<file path="src/rtl/perspective_point_projector_macros.svh">
// Assertion helpers shared by ppp_queue and ppp_back.
`ifndef PERSPECTIVE_POINT_PROJECTOR_MACROS_SVH
`define PERSPECTIVE_POINT_PROJECTOR_MACROS_SVH
`ifndef SYNTHESIS
`define PPP_ASSERT(lbl, clk, rst_n, prop, msg) \
    lbl: assert property (@(posedge clk) disable iff (!rst_n) (prop)) else $error(msg);
`define PPP_ASSERT_NEXT(lbl, clk, rst_n, pre, post, msg) \
    lbl: assert property (@(posedge clk) disable iff (!rst_n) (pre) |=> (post)) else $error(msg);
`else
`define PPP_ASSERT(lbl, clk, rst_n, prop, msg)
`define PPP_ASSERT_NEXT(lbl, clk, rst_n, pre, post, msg)
`endif
`endif

</file>
<file path="src/rtl/ppp_pkg.sv">
package ppp_pkg;

    localparam int EYE_W     = 31;
    localparam int CFG_IDX_W = 2;

    typedef enum logic [CFG_IDX_W-1:0] {
        CFG_ROW_X     = 2'd0,
        CFG_ROW_Y     = 2'd1,
        CFG_ROW_DEPTH = 2'd2,
        CFG_EYE       = 2'd3
    } t_cfg_reg;

    typedef enum logic [1:0] {
        ST_OK       = 2'd0,
        ST_ZERO_DEN = 2'd1,
        ST_SAT      = 2'd2
    } t_status;

endpackage

</file>
<file path="src/rtl/ppp_queue.sv">
`include "perspective_point_projector_macros.svh"
module ppp_queue import ppp_pkg::*; #(
    parameter int WIDTH = 8
) (
    input  logic             i_clk,
    input  logic             i_rst_n,
    input  logic             i_push_valid,
    input  logic [WIDTH-1:0] i_push_data,
    output logic             o_full,
    output logic             o_pop_valid,
    input  logic             i_pop,
    output logic [WIDTH-1:0] o_pop_data
);
    localparam int DEPTH = 4;
    localparam int AW    = $clog2(DEPTH);
    localparam int CW    = $clog2(DEPTH + 1);

    logic [WIDTH-1:0] r_mem [DEPTH];
    logic [AW-1:0]    r_wr, r_rd;
    logic [CW-1:0]    r_count;
    logic             push;

    assign o_full      = (r_count == CW'(DEPTH));
    assign o_pop_valid = (r_count != '0);
    assign push        = i_push_valid && !o_full;
    assign o_pop_data  = r_mem[r_rd];

    always_ff @(posedge i_clk) begin
        if (!i_rst_n) begin
            r_wr    <= '0;
            r_rd    <= '0;
            r_count <= '0;
        end else begin
            if (push)  r_wr <= r_wr + 1'b1;
            if (i_pop) r_rd <= r_rd + 1'b1;
            if (push && !i_pop)      r_count <= r_count + 1'b1;
            else if (!push && i_pop) r_count <= r_count - 1'b1;
        end
    end

    always_ff @(posedge i_clk) begin
        if (push) r_mem[r_wr] <= i_push_data;
    end

    `PPP_ASSERT(a_count_bound, i_clk, i_rst_n, r_count <= CW'(DEPTH), "queue overfilled")
    `PPP_ASSERT(a_pop_nonempty, i_clk, i_rst_n, !i_pop || (r_count != '0), "pop from empty queue")
    `PPP_ASSERT_NEXT(a_push_grows, i_clk, i_rst_n, push && !i_pop, r_count == $past(r_count) + 1'b1, "queue count lost a beat")
endmodule

</file>
<file path="config.mk">
export PLATFORM = sky130hd
export DESIGN_NAME = ppp_queue
export DESIGN_NICKNAME = d
export VERILOG_FILES = /design/src/rtl/ppp_pkg.sv /design/src/rtl/ppp_queue.sv
export VERILOG_INCLUDE_DIRS = /design/src /design/src/rtl
export SDC_FILE = /design/constraint.sdc
export NUM_CORES = 1
export LEC_CHECK = 0
export ABC_AREA = 1
export BUFFER_PORTS_ARGS = -buffer_cell sky130_fd_sc_hd__buf_2
export CELL_PAD_IN_SITES_DETAIL_PLACEMENT = 0
export CELL_PAD_IN_SITES_GLOBAL_PLACEMENT = 2
export CORE_UTILIZATION = 25
export CTS_BUF_LIST = sky130_fd_sc_hd__clkbuf_16
export CTS_CLUSTER_SIZE = 30
export DETAILED_ROUTE_END_ITERATION = 12
export PLACE_DENSITY_LB_ADDON = 0.1
export SYNTH_ARGS = -nofsm -noshare
export SYNTH_HDL_FRONTEND = slang
export SYNTH_SLANG_ARGS = --single-unit
</file>
<file path="constraint.sdc">
create_clock -name i_clk -period 2.6 [get_ports i_clk]
set_clock_uncertainty 0.1 [all_clocks]
set_input_delay 0.65 -clock i_clk [delete_from_list [all_inputs] [get_ports i_clk]]
set_output_delay 0.65 -clock i_clk [all_outputs]
set_load 0.01 [all_outputs]
</file>
==> qor.csv <==
stage;metric;value;unit
worst_setup_path;Cell Chain, Critical Path;inv_1 -> o21ai_0 -> o22ai_1 -> buf_2;
worst_setup_path;crit start category;register;
detailed_routing;antenna-violating nets left;0;
flow_run;max cap viols;0;
sta;Final setup viols;0;
global_route;initial antenna violation count;0;
yosys;flop and latch count out of synthesis;41;
floorplan;I/O pins;22;
floorplan;Die Footprint;0.00698;mm²
worst_setup_path;CP delay by family, top;flip-flops;
clock_tree;CTS tree;yes;
sta;RSZ-0062 raised after global routing;no;
layout;P&R area growth vs syn;22.8;%
worst_setup_path;reg2reg start;r_count[0]$_SDFFE_PN0P_;
clock_tree;sink count of the clock tree;41;
clock_tree;Setup Buffers After CTS;0;
clock_tree;clock buffer count from CTS;5;
detailed_routing;drt drc;0;
min_path;Hold Crit Depth;1;
power_and_ir_drop;switching power total;374;µW
worst_setup_path;Buf/Inv on CP;2;
floorplan;Die Y;83.6;µm
layout;fraction of layout cells with a size suffix above 1;21.5;%
global_route;number of global-route vias before repair;991;
placed_design;port bufs;21;
worst_setup_path;Crit Path Class;reg -> out;
worst_setup_path;Slowest-stage cell, CP;dfxtp_1;
sta;fin. max-slew vios;0;
worst_setup_path;Crit. End Element;output pin;
global_route;global-route wire length before repair;4930;µm
floorplan;Die X;83.6;µm
detailed_routing;Starting DRT DRC Count;22;
worst_setup_path;max incr delay on CP;0.52;ns
yosys;Syn Area/Cell;11.9;µm²
floorplan;Rows;29;
sta;final hold violation count;0;
yosys;compound-cell area share of the yosys netlist;11.0;%
worst_setup_path;Crit Path Max Fanout;9;
sta;final worst-path cycle share;84.3;%
detailed_routing;Detailed Routing Iterations Pass 1;4;
yosys;post-synthesis mux area share;0;%
clock_tree;CTS Root Cell;clkbuf_16;
sta;Slew HR;77.5;%
sta;fmax;456;MHz
yosys;YS warnings;0;
sta;Worst Max-Slew Pin Slew;0.338;ns
detailed_routing;met2 WL post-DR;1720;µm
yosys;largest family of logic cells by synthesized area;compound AO/OA/AOI/OAI gates;
worst_setup_path;Worst R2R End;r_count[1]$_SDFFE_PN0P_;
status;status;complete, no violations;
sta;setup ws final;0.408;ns
worst_setup_path;CP required;1.85;ns
yosys;simple-gate portion of the synthesized area;9.78;%
clock_tree;hold buffers post-CTS;0;
worst_setup_path;r2r setup slk;0.59;ns
power_and_ir_drop;part of the power in registers;47.3;%
clock_tree;CTS resizes;0;
detailed_routing;via count;1058;
layout;Nets;189;
detailed_routing;routed wire length;3160;µm
power_and_ir_drop;P_int;1290;µW
layout;diodes inserted;0;
worst_setup_path;WP data arrival;1.44;ns
clock_tree;# H-tree levels;2;
placed_design;Post-Place Worst Slack;0.495;ns
detailed_routing;wire length on met3;101;µm
clock_tree;clk buf depth;2;
sta;Setup TNS;0;ns
layout;final std cells w/o fill;249;
min_path;Hold Path Origin;r_rd[1]$_SDFFE_PN0P_;
layout;commonest non-fill, non-tap cell in the layout;edfxtp_1;
yosys;xor and xnor area share after synthesis;0;%
global_route;gr usage total;9.75;%
min_path;hold crit path type;reg -> reg;
yosys;Mapped Cells;140;
placed_design;# placed instances;241;
yosys;synthesized cell area;0.00166;mm²
detailed_routing;met1 WL;1300;µm
power_and_ir_drop;Cell Pwr Density;815;mW/mm²
power_and_ir_drop;Sw Ratio;22.5;%
sta;fin crit period;2.19;ns
yosys;Post-Syn Nets;158;
yosys;Cell variety after synth;18;
worst_setup_path;reg2reg path depth;9;
detailed_routing;Vias/cell;4.25;
power_and_ir_drop;Max VDD drop;0.243;mV
layout;most frequent cells in the layout;edfxtp_1 (32), nor2_1 (23), buf_2 (21), inv_1 (19), o21ai_0 (16);
yosys;post-synthesis adder-cell area fraction;4.97;%
placed_design;Final GP Congestion;0.677;
power_and_ir_drop;Comb power frac;13.0;%
min_path;Worst Hold Path EP;r_rd[1]$_SDFFE_PN0P_;
global_route;gr ovfl total;0;
global_route;largest net degree at the start of global routing;17;
power_and_ir_drop;Clk pwr share;39.7;%
yosys;sequential area share after synthesis;68.6;%
detailed_routing;drt wl/cell;12.7;µm
detailed_routing;top sig layer;met4;
clock_tree;Clk pin slew, worst setup/hold paths;0.06;ns
clock_tree;Clock Latency Late Sink;0.28;ns
floorplan;area of the core;0.00639;mm²
power_and_ir_drop;Leakage;0.000811;µW
placed_design;Detailed Place HPWL;2220;µm
floorplan;Starting Density;26.0;%
-- state kept, by name, indices dropped and copies added, names as in the netlist, named ones only --
signal and flops:
r_rd 2, r_wr 2, r_mem 32, r_count 3
-- final cells by class --
cell class              instances  area [µm²]
fillers                       668        4340
clock buffers                   5         125
flip-flops and latches         41        1140
inverters                      19        71.3
multi-input cells              78         428
repair buffers                 26         143
well taps                      77        96.3
clock inverters                 3        37.5
-- stage by stage --
stage,hold WS (ns),total power (µW),utilization (%),instance area [µm²]
after global placement,0.333,1020,29.4,1880
after CTS,0.341,1690,32.0,2040
after floorplan,0.312,935,-,1660
final,0.336,1660,32.0,2040
after detailed placement,0.332,1020,29.4,1880
after global routing,0.380,1760,32.0,2040
-- routing by layer --
metal | track usage (%) | vias to the layer above
li1 | - | 546
met1 | 10.1 | 489
met2 | 18.0 | 18
met3 | 3.17 | 5
met4 | 4.16 | 0
met5 | 0 | -
-- logic make-up after synthesis --
| logic type | after synthesis |
|---|---|
| AOI/OAI and AO/OA | 33 |
| buffers and inverters | 21 |
| and+or+nand+nor | 39 |
| adders and majority gates | 6 |
| DFF | 41 |
-- worst max-delay path by stage --
stage / slack (ns) / cells past startpoint / to
global placement: 0.53 / 12 / r_count[2]$_SDFFE_PN0P_
finish: 0.41 / 4 / o_pop_data[3]
floorplan: 0.73 / 7 / r_count[1]$_SDFFE_PN0P_
detailed placement: 0.49 / 8 / r_count[1]$_SDFFE_PN0P_
CTS: 0.33 / 4 / o_pop_data[3]
global route: 0.28 / 4 / o_pop_data[3]
-- synth_stat cells (all sizes together) --
library cell / instances / area share, %
fa: 1 / 1.2
inv: 19 / 4.3
o21ai: 20 / 6.5
edfxtp: 32 / 58
buf: 2 / 1.4
dfxtp: 9 / 11
nor2: 25 / 5.9
nand2: 8 / 1.8
nand3b: 1 / 0.45
ha: 5 / 3.8
a21oi: 5 / 1.5
nand4: 1 / 0.38
nand3: 4 / 1.2
o22ai: 8 / 3.0
-- power by group through the flow --
stage | clock, µW | sequential [µW] | combinational, µW
floorplan | 0 | 795 | 140
global placement | 0 | 802 | 221
detailed placement | 0 | 802 | 223
CTS | 676 | 788 | 224
global route | 717 | 793 | 247
finish | 660 | 787 | 217
No activity file was read; power rests on OpenSTA's default activity.
